--- src/rtl/core/csync_pkg.sv ---
// Package for the composite sync separator: class codes, phase and standard
// enums, configuration register map and the configuration struct.
// No dependencies.
package csync_pkg;

    localparam int CFG_W = 16;
    localparam int IDX_W = 3;

    typedef enum logic [1:0] {
        PH_SEEK = 2'd0,
        PH_PRE  = 2'd1,
        PH_SERR = 2'd2,
        PH_POST = 2'd3
    } t_phase;

    typedef enum logic [2:0] {
        PU_UNKNOWN = 3'd0,
        PU_OUT     = 3'd1,
        PU_HSYNC   = 3'd2,
        PU_EQU     = 3'd3,
        PU_BROAD   = 3'd4
    } t_pulse;

    typedef enum logic [1:0] {
        PE_UNKNOWN = 2'd0,
        PE_OUT     = 2'd1,
        PE_FULL    = 2'd2,
        PE_HALF    = 2'd3
    } t_period;

    typedef enum logic [1:0] {
        STD_UNKNOWN = 2'd0,
        STD_PAL     = 2'd1,
        STD_NTSC    = 2'd2
    } t_std;

    typedef enum logic [IDX_W-1:0] {
        REG_LINE_CLKS  = 3'd0,
        REG_LINE_TOL   = 3'd1,
        REG_EQU_CLKS   = 3'd2,
        REG_EQU_TOL    = 3'd3,
        REG_HSYNC_CLKS = 3'd4,
        REG_HSYNC_TOL  = 3'd5,
        REG_BROAD_CLKS = 3'd6,
        REG_BROAD_TOL  = 3'd7
    } t_reg_idx;

    localparam logic [CFG_W-1:0] RST_LINE_CLKS  = 16'd5376;
    localparam logic [CFG_W-1:0] RST_LINE_TOL   = 16'd42;
    localparam logic [CFG_W-1:0] RST_EQU_CLKS   = 16'd197;
    localparam logic [CFG_W-1:0] RST_EQU_TOL    = 16'd21;
    localparam logic [CFG_W-1:0] RST_HSYNC_CLKS = 16'd395;
    localparam logic [CFG_W-1:0] RST_HSYNC_TOL  = 16'd21;
    localparam logic [CFG_W-1:0] RST_BROAD_CLKS = 16'd2293;
    localparam logic [CFG_W-1:0] RST_BROAD_TOL  = 16'd42;

    typedef struct packed {
        logic [CFG_W-1:0] line_clks;
        logic [CFG_W-1:0] line_tol;
        logic [CFG_W-1:0] equ_clks;
        logic [CFG_W-1:0] equ_tol;
        logic [CFG_W-1:0] hsync_clks;
        logic [CFG_W-1:0] hsync_tol;
        logic [CFG_W-1:0] broad_clks;
        logic [CFG_W-1:0] broad_tol;
    } t_cfg;

    typedef struct packed {
        t_pulse  pulse;
        t_period period;
    } t_class;

endpackage

--- src/rtl/core/csync_classify.sv ---
// Classifier for one measured interval: period class (half/full line) and
// pulse class (equalising/broad/hsync). Depends on csync_pkg.
module csync_classify #(
    parameter int TIME_WIDTH = 16
) (
    input  logic [TIME_WIDTH-1:0] i_delta,
    input  csync_pkg::t_cfg       i_cfg,
    output csync_pkg::t_class     o_class
);
    import csync_pkg::*;

    localparam int SUM_W = CFG_W + 1;
    localparam int CMP_W = (TIME_WIDTH > SUM_W) ? TIME_WIDTH : SUM_W;

    logic [CMP_W-1:0] w_d;
    logic [SUM_W-1:0] w_line_hi;
    logic [CFG_W-1:0] w_line_lo;
    logic [CFG_W-1:0] w_half_hi;
    logic [CFG_W-1:0] w_half_lo;
    logic [SUM_W-1:0] w_equ_hi;
    logic [CFG_W-1:0] w_equ_lo;
    logic [SUM_W-1:0] w_hs_hi;
    logic [CFG_W-1:0] w_hs_lo;
    logic [SUM_W-1:0] w_br_hi;
    logic [CFG_W-1:0] w_br_lo;

    function automatic logic [CFG_W-1:0] sat_sub(input logic [CFG_W-1:0] a,
                                                 input logic [CFG_W-1:0] b);
        return (a > b) ? (a - b) : '0;
    endfunction

    always_comb begin
        w_d       = CMP_W'(i_delta);
        w_line_hi = SUM_W'(i_cfg.line_clks) + SUM_W'(i_cfg.line_tol);
        w_line_lo = sat_sub(i_cfg.line_clks, i_cfg.line_tol);
        w_half_hi = w_line_hi[SUM_W-1:1];
        w_half_lo = w_line_lo >> 1;
        w_equ_hi  = SUM_W'(i_cfg.equ_clks) + SUM_W'(i_cfg.equ_tol);
        w_equ_lo  = sat_sub(i_cfg.equ_clks, i_cfg.equ_tol);
        w_hs_hi   = SUM_W'(i_cfg.hsync_clks) + SUM_W'(i_cfg.hsync_tol);
        w_hs_lo   = sat_sub(i_cfg.hsync_clks, i_cfg.hsync_tol);
        w_br_hi   = SUM_W'(i_cfg.broad_clks) + SUM_W'(i_cfg.broad_tol);
        w_br_lo   = sat_sub(i_cfg.broad_clks, i_cfg.broad_tol);

        if (w_d <= CMP_W'(w_half_hi)) begin
            o_class.period = (w_d >= CMP_W'(w_half_lo)) ? PE_HALF : PE_OUT;
        end else if (w_d >= CMP_W'(w_line_lo) && w_d <= CMP_W'(w_line_hi)) begin
            o_class.period = PE_FULL;
        end else begin
            o_class.period = PE_OUT;
        end

        if (w_d <= CMP_W'(w_equ_hi)) begin
            o_class.pulse = (w_d >= CMP_W'(w_equ_lo)) ? PU_EQU : PU_OUT;
        end else if (w_d >= CMP_W'(w_br_lo)) begin
            o_class.pulse = (w_d <= CMP_W'(w_br_hi)) ? PU_BROAD : PU_OUT;
        end else if (w_d >= CMP_W'(w_hs_lo) && w_d <= CMP_W'(w_hs_hi)) begin
            o_class.pulse = PU_HSYNC;
        end else begin
            o_class.pulse = PU_OUT;
        end
    end

endmodule

--- src/rtl/core/composite_sync_separator.sv ---
// Composite sync separator top level: edge stream in, frame/class status out.
// Input transactions pass through the input reg, then the result reg.
// Throughput one edge per cycle unless m_axis_tready stalls the output.
// Reset (i_rst_n low, synchronous) clears the phase machine and standards and
// loads the nominal timing registers. Depends on csync_pkg, csync_classify.
module composite_sync_separator #(
    parameter int TIME_WIDTH = 16
) (
    input  logic                          i_clk,
    input  logic                          i_rst_n,
    input  logic                          s_axis_tvalid,
    output logic                          s_axis_tready,
    input  logic [15:0]                   s_axis_tdata,   // [15:0] capture_time
    input  logic                          s_axis_tuser,   // [0] action
    output logic                          m_axis_tvalid,
    input  logic                          m_axis_tready,
    // [0] frame_start, [2:1] video_standard, [5:3] pulse_class,
    // [7:6] period_class, [9:8] sync_phase, [15:10] zero
    output logic [15:0]                   m_axis_tdata,
    input  logic                          i_cfg_valid,
    output logic                          o_cfg_ready,
    input  logic [csync_pkg::IDX_W-1:0]   i_cfg_index,
    input  logic [csync_pkg::CFG_W-1:0]   i_cfg_data
);
    import csync_pkg::*;

    localparam int EXT_W = (TIME_WIDTH > 17) ? TIME_WIDTH : 17;

    t_cfg                  r_cfg;
    logic                  r_in_valid;
    logic                  r_in_action;
    logic [TIME_WIDTH-1:0] r_in_time;
    logic                  r_out_valid;
    logic [15:0]           r_out_data;

    logic                  r_edge_seen, n_edge_seen;
    logic [TIME_WIDTH-1:0] r_last_time, n_last_time;
    t_phase                r_phase, n_phase;
    logic [2:0]            r_count, n_count;
    t_pulse                r_last_pulse, n_last_pulse;
    t_period               r_last_period, n_last_period;
    t_std                  r_det_std, n_det_std;
    t_std                  r_pub_std, n_pub_std;
    logic                  n_frame;

    logic                  w_out_adv;
    logic                  w_proc;
    logic                  w_s_fire;
    logic [EXT_W-1:0]      w_time_ext;
    logic [TIME_WIDTH-1:0] w_delta;
    t_class                w_class;
    logic                  w_restart;
    logic                  w_half;
    logic [2:0]            w_inc;
    logic [2:0]            w_hs_lo;

    assign w_out_adv     = !r_out_valid || m_axis_tready;
    assign w_proc        = r_in_valid && w_out_adv;
    assign s_axis_tready = !r_in_valid || w_out_adv;
    assign w_s_fire      = s_axis_tvalid && s_axis_tready;
    assign o_cfg_ready   = 1'b1;
    assign m_axis_tvalid = r_out_valid;
    assign m_axis_tdata  = r_out_data;

    assign w_time_ext = EXT_W'(s_axis_tdata);
    assign w_delta    = r_in_time - r_last_time;

    csync_classify #(
        .TIME_WIDTH(TIME_WIDTH)
    ) u_classify (
        .i_delta(w_delta),
        .i_cfg  (r_cfg),
        .o_class(w_class)
    );

    always_ff @(posedge i_clk) begin
        if (!i_rst_n) begin
            r_cfg.line_clks  <= RST_LINE_CLKS;
            r_cfg.line_tol   <= RST_LINE_TOL;
            r_cfg.equ_clks   <= RST_EQU_CLKS;
            r_cfg.equ_tol    <= RST_EQU_TOL;
            r_cfg.hsync_clks <= RST_HSYNC_CLKS;
            r_cfg.hsync_tol  <= RST_HSYNC_TOL;
            r_cfg.broad_clks <= RST_BROAD_CLKS;
            r_cfg.broad_tol  <= RST_BROAD_TOL;
        end else if (i_cfg_valid) begin
            unique case (t_reg_idx'(i_cfg_index))
                REG_LINE_CLKS:  r_cfg.line_clks  <= i_cfg_data;
                REG_LINE_TOL:   r_cfg.line_tol   <= i_cfg_data;
                REG_EQU_CLKS:   r_cfg.equ_clks   <= i_cfg_data;
                REG_EQU_TOL:    r_cfg.equ_tol    <= i_cfg_data;
                REG_HSYNC_CLKS: r_cfg.hsync_clks <= i_cfg_data;
                REG_HSYNC_TOL:  r_cfg.hsync_tol  <= i_cfg_data;
                REG_BROAD_CLKS: r_cfg.broad_clks <= i_cfg_data;
                REG_BROAD_TOL:  r_cfg.broad_tol  <= i_cfg_data;
                default:        r_cfg            <= r_cfg;
            endcase
        end
    end

    always_ff @(posedge i_clk) begin
        if (!i_rst_n) begin
            r_in_valid  <= 1'b0;
            r_out_valid <= 1'b0;
        end else begin
            r_in_valid  <= w_s_fire || (r_in_valid && !w_out_adv);
            r_out_valid <= w_proc || (r_out_valid && !m_axis_tready);
        end
    end

    always_ff @(posedge i_clk) begin
        if (w_s_fire) begin
            r_in_action <= s_axis_tuser;
            r_in_time   <= w_time_ext[TIME_WIDTH-1:0];
        end
        if (w_proc) begin
            r_out_data <= {6'd0, n_phase, n_last_period, n_last_pulse, n_pub_std, n_frame};
        end
    end

    always_ff @(posedge i_clk) begin
        if (!i_rst_n) begin
            r_edge_seen   <= 1'b0;
            r_last_time   <= '0;
            r_phase       <= PH_SEEK;
            r_count       <= 3'd0;
            r_last_pulse  <= PU_UNKNOWN;
            r_last_period <= PE_UNKNOWN;
            r_det_std     <= STD_UNKNOWN;
            r_pub_std     <= STD_UNKNOWN;
        end else if (w_proc) begin
            r_edge_seen   <= n_edge_seen;
            r_last_time   <= n_last_time;
            r_phase       <= n_phase;
            r_count       <= n_count;
            r_last_pulse  <= n_last_pulse;
            r_last_period <= n_last_period;
            r_det_std     <= n_det_std;
            r_pub_std     <= n_pub_std;
        end
    end

    always_comb begin
        n_edge_seen   = r_edge_seen;
        n_last_time   = r_last_time;
        n_phase       = r_phase;
        n_count       = r_count;
        n_last_pulse  = r_last_pulse;
        n_last_period = r_last_period;
        n_det_std     = r_det_std;
        n_pub_std     = r_pub_std;
        n_frame       = 1'b0;
        w_restart     = 1'b0;
        w_half        = (w_class.period == PE_HALF);
        w_inc         = r_count + 3'd1;
        w_hs_lo       = (r_det_std == STD_NTSC) ? 3'd5 : 3'd4;

        if (!r_in_action) begin
            n_last_time = r_in_time;
            if (!r_edge_seen) begin
                n_edge_seen = 1'b1;
            end else begin
                n_last_period = w_class.period;
                if (w_class.period == PE_OUT) begin
                    w_restart = 1'b1;
                end else begin
                    unique case (r_phase)
                        PH_SEEK: begin
                            if (w_half && r_last_pulse == PU_EQU) begin
                                n_phase = PH_PRE;
                                n_count = 3'd1;
                            end else begin
                                w_restart = 1'b1;
                            end
                        end
                        PH_PRE: begin
                            if (w_half && r_last_pulse == PU_BROAD && r_count >= 3'd4) begin
                                n_phase = PH_SERR;
                                n_count = 3'd1;
                            end else if (w_half && r_last_pulse == PU_EQU && w_inc != 3'd7) begin
                                n_count = w_inc;
                            end else begin
                                w_restart = 1'b1;
                            end
                        end
                        PH_SERR: begin
                            if (w_half && r_last_pulse == PU_EQU
                                && (r_count == 3'd5 || r_count == 3'd6)) begin
                                n_det_std = (r_count == 3'd6) ? STD_NTSC : STD_PAL;
                                n_phase   = PH_POST;
                                n_count   = 3'd1;
                            end else if (w_half && r_last_pulse == PU_BROAD
                                         && w_inc != 3'd7) begin
                                n_count = w_inc;
                            end else begin
                                w_restart = 1'b1;
                            end
                        end
                        PH_POST: begin
                            if (r_last_pulse == PU_EQU
                                && ((r_det_std == STD_NTSC && w_inc != 3'd7)
                                    || (r_det_std == STD_PAL && w_inc < 3'd6))) begin
                                n_count = w_inc;
                            end else begin
                                w_restart = 1'b1;
                            end
                        end
                        default: w_restart = 1'b1;
                    endcase
                end
            end
        end else if (r_edge_seen) begin
            n_last_pulse = w_class.pulse;
            if (w_class.pulse == PU_OUT) begin
                w_restart = 1'b1;
            end else if (w_class.pulse == PU_HSYNC) begin
                if (r_phase != PH_POST) begin
                    w_restart = 1'b1;
                end else if (r_det_std == STD_NTSC || r_det_std == STD_PAL) begin
                    if (r_count == w_hs_lo || r_count == w_hs_lo + 3'd1) begin
                        n_frame   = 1'b1;
                        n_pub_std = r_det_std;
                    end
                    w_restart = 1'b1;
                end
            end
        end

        if (w_restart) begin
            n_edge_seen   = 1'b0;
            n_phase       = PH_SEEK;
            n_count       = 3'd0;
            n_last_pulse  = PU_UNKNOWN;
            n_last_period = PE_UNKNOWN;
        end
    end

`ifndef SYNTH
    a_frame_seeks: assert property (@(posedge i_clk) disable iff (!i_rst_n)
        (r_out_valid && r_out_data[0]) |-> (r_out_data[9:8] == PH_SEEK))
        else $error("frame result not followed by seeking");

    a_seek_count: assert property (@(posedge i_clk) disable iff (!i_rst_n)
        (r_phase == PH_SEEK) |-> (r_count == 3'd0))
        else $error("pulse count nonzero while seeking");

    a_track_edge: assert property (@(posedge i_clk) disable iff (!i_rst_n)
        (r_phase != PH_SEEK) |-> r_edge_seen)
        else $error("tracking without a stored edge");

    a_post_std: assert property (@(posedge i_clk) disable iff (!i_rst_n)
        (r_phase == PH_POST) |-> (r_det_std == STD_PAL || r_det_std == STD_NTSC))
        else $error("post-equalise without a detected standard");
`endif

endmodule

--- config.mk ---
export PLATFORM = sky130hd
export DESIGN_NAME = composite_sync_separator
export DESIGN_NICKNAME = d
export VERILOG_FILES = /design/src/rtl/core/csync_pkg.sv /design/src/rtl/core/csync_classify.sv /design/src/rtl/core/composite_sync_separator.sv
export SDC_FILE = /design/constraint.sdc
export NUM_CORES = 1
export LEC_CHECK = 0
export BUFFER_PORTS_ARGS = -buffer_cell sky130_fd_sc_hd__buf_4
export CORE_MARGIN = 2
export CORE_UTILIZATION = 35
export DETAILED_ROUTE_END_ITERATION = 12
export HOLD_SLACK_MARGIN = 0.05
export SLEW_MARGIN = 20
export SYNTH_ARGS = -nofsm -noshare
export SYNTH_HDL_FRONTEND = slang
export SYNTH_SLANG_ARGS = --single-unit
export TNS_END_PERCENT = 5
--- constraint.sdc ---
create_clock -name i_clk -period 5.35 [get_ports i_clk]
set_clock_uncertainty 0.1 [all_clocks]
set_input_delay 0.8025 -clock i_clk [delete_from_list [all_inputs] [get_ports i_clk]]
set_output_delay 0.8025 -clock i_clk [all_outputs]
set_load 0.01 [all_outputs]
### Word level (Yosys, flattened, before mapping)

Index checks and enable logic that the tools add are counted.
Widths: inputs -> output; s select.

| operators by class | value |
|---|---|
| eq/ne operators | 30 |
| div/mod/pow operators | 0 |
| reduce and logical (&&, ||, !) cells | 43 |
| $mul | 0 |
| mux-type cells | 64 |
| add/subtract/negate cells | 11 |
| magnitude comparators | 16 |
| shift-type cells | 0 |
| bitwise operators | 5 |

Operator list:

| operator | count |
|---|---|
| $sub 16x16->16 | 5 |
| $add 16x16->17 | 4 |
| $le 16x17->1 | 4 |
| $ge 16x16->1 | 4 |
| $gt 16x16->1 | 4 |
| $mux 16 | 4 |
| $mux 3 | 16 |
| $mux 2 | 23 |
| $eq 3x3->1 const B | 7 |
| $reduce_and 2->1 | 10 |
| $mux 1 | 18 |
| $ge 16x15->1 | 1 |
| $le 16x16->1 | 1 |
| $logic_and 1x1->1 | 15 |
| $eq 3x2->1 const B | 4 |
| $pmux 3 s4 | 1 |
| $ne 3x3->1 const B | 3 |
| $eq 2x2->1 const B | 4 |
| $logic_or 1x1->1 | 8 |
| $ne 4x4->1 const B | 2 |
| $reduce_and 8->1 | 1 |
| $add 3x1->3 const B | 2 |
| $eq 2x1->1 const B | 3 |
| $eq 3x1->1 const B | 2 |
| other kinds (14) | 23 |

| storage, ports and cells | value |
|---|---|
| latch bits | 0 |
| register bits after elaboration | 188 |
| ROM bits | 0 |
| bits of input ports | 41 |
| memories | 0 |
| logic and storage cells | 191 |
| RAM bits | 0 |
| output and inout port bits | 19 |

### Depth between registers and ports, before layout

| depth | value |
|---|---|
| word-level depth | 17 |
| gate-level depth with buffers | 26 |
| gate-level depth less buffers | 25 |

### Modules after synthesis

Synthesis repeated with hierarchy kept, for this count alone.

| unflattened totals | value |
|---|---|
| cells, all modules | 2,279 |
| area total of the unflattened synthesis | 17,912.2 sq um |

By module, submodules not included:

| module | area each (sq um) | sequential area each (sq um) | cells each | times used |
|---|---|---|---|---|
| csync_classify | 9,659.3 | 0.0 | 1,314 | 1 |
| composite_sync_separator | 8,252.9 | 4,033.9 | 965 | 1 |

### Worst setup path after synthesis

Ideal clock, no wire load.

| path | value |
|---|---|
| kind | reg2reg |
| from | register r_cfg[16] (netlist name) |
| to | register r_out_data[7] (netlist: m_axis_tdata[7]) (data pin) |
| path buffers | 2 |
| arrival time | 4.856 ns |
| period minus slack after synthesis | 5.218 ns |
| library setup time | 0.262 ns |
| cell stages (with the launch flop) | 26 |
| required time | 4.988 ns |
| path slack | 0.132 ns |
| cell sequence | dfxtp_1 > inv_1 > ha_1 > inv_1 > fa_1 > a21o_1 > a21o_1 > a21o_1 > a31o_2 > a41oi_1 > a211o_1 > nor2_1 > a211oi_1 > nor2_1 > clkbuf_1 > nand2_1 > ha_1 > a221oi_1 > o21ai_0 > o311a_1 > o31ai_1 > a41o_1 > a41oi_1 > nor3_4 > buf_6 > nor3_1 |

| on the way | value |
|---|---|
| cells in the longest elaborated chain, start to end | 11 |
| elaborated cells between the ends (all ways) | 16 |
| classes of those cells | add/sub: 2; order compare: 3; eq/ne: 2; mux: 9 |

RTL lines:

| item | line | RTL |
|---|---|---|
| start: declaration | composite_sync_separator.sv:29 | `t_cfg r_cfg;` |
| start signal: assignment | composite_sync_separator.sv:96 | `default: r_cfg <= r_cfg;` |
| $add 16x16->17 (tied with other cells) | csync_classify.sv:42 | `w_br_hi = SUM_W'(i_cfg.broad_clks) + SUM_W'(i_cfg.broad_tol);` |
| $le 16x17->1 / $mux 16 (equally long branches) | csync_classify.sv:56, csync_classify.sv:29 |  |
| $mux 3 / $ge 16x16->1 (equally long branches) | csync_classify.sv:56, csync_classify.sv:55 |  |
| $mux 3 (*) | csync_classify.sv:55 | `end else if (w_d >= CMP_W'(w_br_lo)) begin` |
| $mux 3 (*) | csync_classify.sv:53 | `if (w_d <= CMP_W'(w_equ_hi)) begin` |
| $eq 3x2->1 | composite_sync_separator.sv:216 | `end else if (w_class.pulse == PU_HSYNC) begin` |
| $mux 1 | composite_sync_separator.sv:216 |  |
| $mux 1 (*) | composite_sync_separator.sv:214 | `if (w_class.pulse == PU_OUT) begin` |
| $mux 1 (*) | composite_sync_separator.sv:212 | `end else if (r_edge_seen) begin` |
| $mux 1 (*) | composite_sync_separator.sv:158 | `if (!r_in_action) begin` |
| $mux 2 (*) | composite_sync_separator.sv:229 | `if (w_restart) begin` |
| via n_last_period[1] | composite_sync_separator.sv:41 | `t_period r_last_period, n_last_period;` |
| end signal: assignment | composite_sync_separator.sv:117 | `r_out_data <= {6'd0, n_phase, n_last_period, n_last_pulse, n_pub_std, n_frame};` |
| end: declaration | composite_sync_separator.sv:34 | `logic [15:0] r_out_data;` |

The timed path passes the listed nets; every way through them passes the cells marked *.
A chain may end at the register's enable or synchronous reset.

### Final worst setup path

| path | value |
|---|---|
| from | register r_cfg[96] (netlist name) |
| to | register r_out_data[7] (netlist: m_axis_tdata[7]) (data pin) |

| on the way | value |
|---|---|
| cells in the longest elaborated chain, start to end | 16 |
| elaborated cells between the ends (all ways) | 32 |
| classes of those cells | add/sub: 2; order compare: 5; eq/ne: 2; mux: 16; reduce/logical: 7 |

RTL lines:

| item | line | RTL |
|---|---|---|
| $sub 16x16->16 / $gt 16x16->1 (equally long branches) | csync_classify.sv:29 | `return (a > b) ? (a - b) : '0;` |
| $mux 16 | csync_classify.sv:29 |  |
| $ge 16x16->1 | csync_classify.sv:47 | `end else if (w_d >= CMP_W'(w_line_lo) && w_d <= CMP_W'(w_line_hi)) begin` |
| $logic_and 1x1->1 | csync_classify.sv:47 |  |
| $mux 2 | csync_classify.sv:47 |  |
| $mux 2 (*) | csync_classify.sv:45 | `if (w_d <= CMP_W'(w_half_hi)) begin` |
| $eq 2x2->1 | composite_sync_separator.sv:154 | `w_half = (w_class.period == PE_HALF);` |
| $logic_and 1x1->1 (on tied branches) | n/a |  |
| $logic_and 1x1->1 (on tied branches) | composite_sync_separator.sv:193, composite_sync_separator.sv:180 |  |
| $mux 1 (on tied branches) | composite_sync_separator.sv:192, composite_sync_separator.sv:180 |  |
| $mux 1 (on tied branches) | composite_sync_separator.sv:187, composite_sync_separator.sv:177 |  |
| $pmux 1 s4 | composite_sync_separator.sv:167 | `unique case (r_phase)` |
| $mux 1 | composite_sync_separator.sv:164 | `if (w_class.period == PE_OUT) begin` |
| $mux 1 | composite_sync_separator.sv:160 | `if (!r_edge_seen) begin` |
| $mux 1 | composite_sync_separator.sv:158 |  |
| $mux 2 (*) | composite_sync_separator.sv:229 |  |
| via n_last_period[1] | composite_sync_separator.sv:41 |  |

Marks and branches as above.

==> impl_results.md <==
- Max layer used: met4
- Worst r2r src: r_cfg[96]$_SDFFE_PN0P_
- CTS tree: done
- Diode count: 0
- Fin. Hold Viols: 0
- CTS buffer count: 17
- WL met1: 25400 microns
- CP required: 5570 ps
- Mapped Area: 0.0172 sq mm
- # rows: 81
- Max incr delay on CP: 440 ps
- Least-Margin Pin Slew: 1130 ps
- Share of cells above drive strength 1: 0.142
- Syn Area/Cell: just under 8 sq um
- Hold Worst Slack: 360 ps
- CP Max Fanout: 8
- Drt via density: about 5.3
- Relative slew slack: 0.246
- Clock slew seen by the registers of the worst setup and hold paths: 80 ps
- Layout Nets: about 2700
- Post-synth EDFFs: 27
- Initial antenna violation count: 0
- CTS Root Cell: clkbuf_16
- Most frequent cells in the layout: nand2_1, ha_1, a21oi_1, buf_4
- CP Buf/Inv Count: 4
- CORE AREA: between 0.04 and 0.05 sq mm
- Commonest non-fill, non-tap cell in the layout: nand2_1
- IO Count: 60
- Residual DRC: 0
- Dpl cells: ~3000
- Power Dens Cells: 236 mW/mm^2
- WP data arrival: roughly 5600 ps
- Fill cells: between 4000 and 5000
- RePlAce Congestion: 0.938
- PnR worst setup slack: -65.7 ps
- GRT Util Overall: 0.205
- Worst min-delay path category: flop to flop
- First-pass GRT wire length: just over 80000 microns
- #FFs+latches synth: 188
- Startpoint types: flop
- WL final: between 50000 and 60000 microns
- Top FF cell, synth: dfxtp_1
- Critical Path Slowest Stage Cell: or4_4
- Finished Layout Cells: 3042
- RSZ-0062 raised after global routing: yes
- Number of synthesis warnings: 0
- R2R cell count: 24
- DP Wirelength: 39500 microns
- Setup-failing EPs final: 5
- CTS Buffer Depth: 2
- Max-Cap Viols: 0
- Via count: ~16000
- Routed Antenna Nets: 0
- DR pass1 iterations: 5
- Die ar.: 0.0510 sq mm
- Placed cell area: 0.0192 sq mm
- Critical path's top delay family: compound AO/OA/AOI/OAI gates
- Number of port buffers: 52
- Library cells used by synthesis: between 70 and 80
- Fin crit period: between 5000 and 6000 ps
- Worst R2R Setup Slack: -70 ps
- Total power: about 4.8 mW
- Status: finished, violations left
- Grt ovf: 0
- Initial DRC Count: 1176
- WHS Path Cells: 2
- Period utilisation layout: 1.01
- Clock sinks: 188
- DR WL met3: 3230 microns
- Top post-synthesis cells by area: ha_1, dfxtp_1, nand2_1
- Met2 wire len: ~22000 microns
- Die span in y: ~230 microns
- Vias in the first global route: 15200
- Slew Viols, Final: 0
- Worst-skew pair later-pin latency: about 480 ps
- H-tree levels: 4
- Failing checks: negative setup slack
- Place WS: -387 ps
- Critical path, cell by cell: ha_4, inv_2, fa_2, nor2_1, o311a_1, or4_4, a211o_1, a221o_1, a21o_1, a21o_1, xor2_2, ha_1, and4_1, nand3_2, nor2_2, a221oi_1, a311oi_1, buf_4, inv_1, a311oi_4, a32o_2, nor3_4, buf_12, nor3_1
- Post-synthesis sequential area ratio: 0.234
- Worst ir drop on vdd: 0.218 mV
- Wire per inst: 17.2 microns
- Initial Util: 0.354
- Final Cell Area: 0.0204 sq mm
- Die Span X: 226 microns
- Largest net degree at the start of global routing: 123
- Hold_buf cts: 0
- Lkg Pwr: 8.84 nW
- Most frequent CP cell: a21o_1
- Ys async rst share: 0
- Cell count after synthesis: 2239
- Area leader, netlist: ha_1
- Critical path class: flop to flop
- Worst hold endpoint: r_last_time[13]$_SDFFE_PN0P_
- Worst hold start: r_last_time[13]$_SDFFE_PN0P_
- Highest Clock Rate: 0.185 GHz
- Area of the multi-input gates: 0.0125 sq mm
- Synth top area share: 0.224
- Register area: 0.00404 sq mm
- Worst reg2reg path endpoint: m_axis_tdata[7]$_DFFE_PP_
- Area delta synth->final: 18.1%
- Crit. End Element: flop
-- registers in the layout (all words and copies together) (netlist names), 2 cells and up --
name	flops
r_cfg	128
m_axis_tdata	10
r_last_period	2
r_last_time	16
r_det_std	2
r_in_time	16
r_phase	2
r_last_pulse	3
r_count	3
r_pub_std	2
-- cell usage after synthesis, types with 5 or more instances --
library cell    n
a31o_2          6
edfxtp_1       27
nand2b_1       33
a211oi_1       18
a221oi_1        8
o211ai_1       21
and2_1          8
dfxtp_1       161
o21bai_1       27
o31ai_1        10
nor2b_1        31
and3_1          8
o21a_1         12
nand3_1        58
o41ai_1         8
o21ai_0        59
or3_1          12
a21oi_1       247
a31oi_1         9
nand4_1        35
nor3_1         32
or4_1           5
nand2_1       400
a21boi_0        6
xnor2_1        96
xor2_1         24
a21o_1         53
inv_1         161
ha_1          308
nor4_1          8
nor3b_1         7
clkbuf_2       16
a2111oi_0      14
nor2_1        125
fa_1            9
nand3b_1        9
a211o_1         7
buf_4           8
clkbuf_1       86
-- stage by stage --
step | setup TNS, ps | utilization
3_5_place_dp | -6020 | 0.394
5_1_grt | -2500 | 0.418
4_1_cts | -84.3 | 0.409
6_report | -183 | 0.418
2_1_floorplan | 0 | -
3_3_place_gp | -4120 | 0.394
-- how the worst max path moves through the flow --
stage,from,slack (ps),end,depth (start not counted)
2_1_floorplan,r_cfg[16]$_SDFFE_PN1P_,130,m_axis_tdata[7]$_DFFE_PP_,25
3_3_place_gp,r_cfg[16]$_SDFFE_PN1P_,-300,m_axis_tdata[7]$_DFFE_PP_,27
3_5_place_dp,r_cfg[16]$_SDFFE_PN1P_,-390,m_axis_tdata[7]$_DFFE_PP_,27
4_1_cts,r_cfg[96]$_SDFFE_PN0P_,-60,r_last_period[1]$_SDFFE_PN0P_,23
5_1_grt,r_cfg[96]$_SDFFE_PN0P_,-200,r_last_pulse[0]$_SDFFE_PN0P_,24
6_report,r_cfg[96]$_SDFFE_PN0P_,-70,m_axis_tdata[7]$_DFFE_PP_,24
-- power by group --
part / total (mW) / internal [mW] / switching [mW]
logic: 1.92 / 0.832 / 1.08
registers: 1.50 / 1.47 / 0.0301
clock network: 1.38 / 0.733 / 0.648
total: 4.80 / 3.04 / 1.76
-- tightest hold or removal path, delay by kind of cell, from the launching register on --
kind | cells | cell delay [ps]
simple gates | 1 | 50
compound gates | 1 | 50
flops | 1 | 320
-- logic make-up after synthesis --
| family | count (synthesis) | synth area share |
|---|---|---|
| adders and majority gates | 317 | 0.234 |
| buffers and inverters | 280 | 0.0646 |
| muxes | 6 | 0.00363 |
| DFF | 188 | 0.234 |
| xor gates and xnor gates | 120 | 0.0610 |
| and+or+nand+nor | 783 | 0.205 |
| AOI/OAI and AO/OA | 543 | 0.197 |
| other | 2 | 0.000436 |
-- per-layer routing --
layer	GRT usage	up-vias
met5	0	-
met4	0.0598	0
met3	0.0383	67
met2	0.317	443
met1	0.289	7501
li1	-	7998
-- timing repair --
item | 4_1_cts | 5_1_grt
gates cloned | 1 | 1
setup buffers | 0 | 11
pin swaps | 8 | 37
resized for setup | 15 | 70
setup endpoints to repair | 23 | 25
-- cell type report --
| type | instances | share of cell area |
|---|---|---|
| Clock buffer | 18 | 0.0221 |
| Clock inverter | 14 | 0.00848 |
| Inverter | 163 | 0.0301 |
| Multi-Input combinational cell | 1777 | 0.615 |
| Sequential cell | 188 | 0.198 |
| Tap cell | 664 | 0.0408 |
| Timing Repair Buffer | 218 | 0.0856 |
Power figures use the tool's default switching activity.
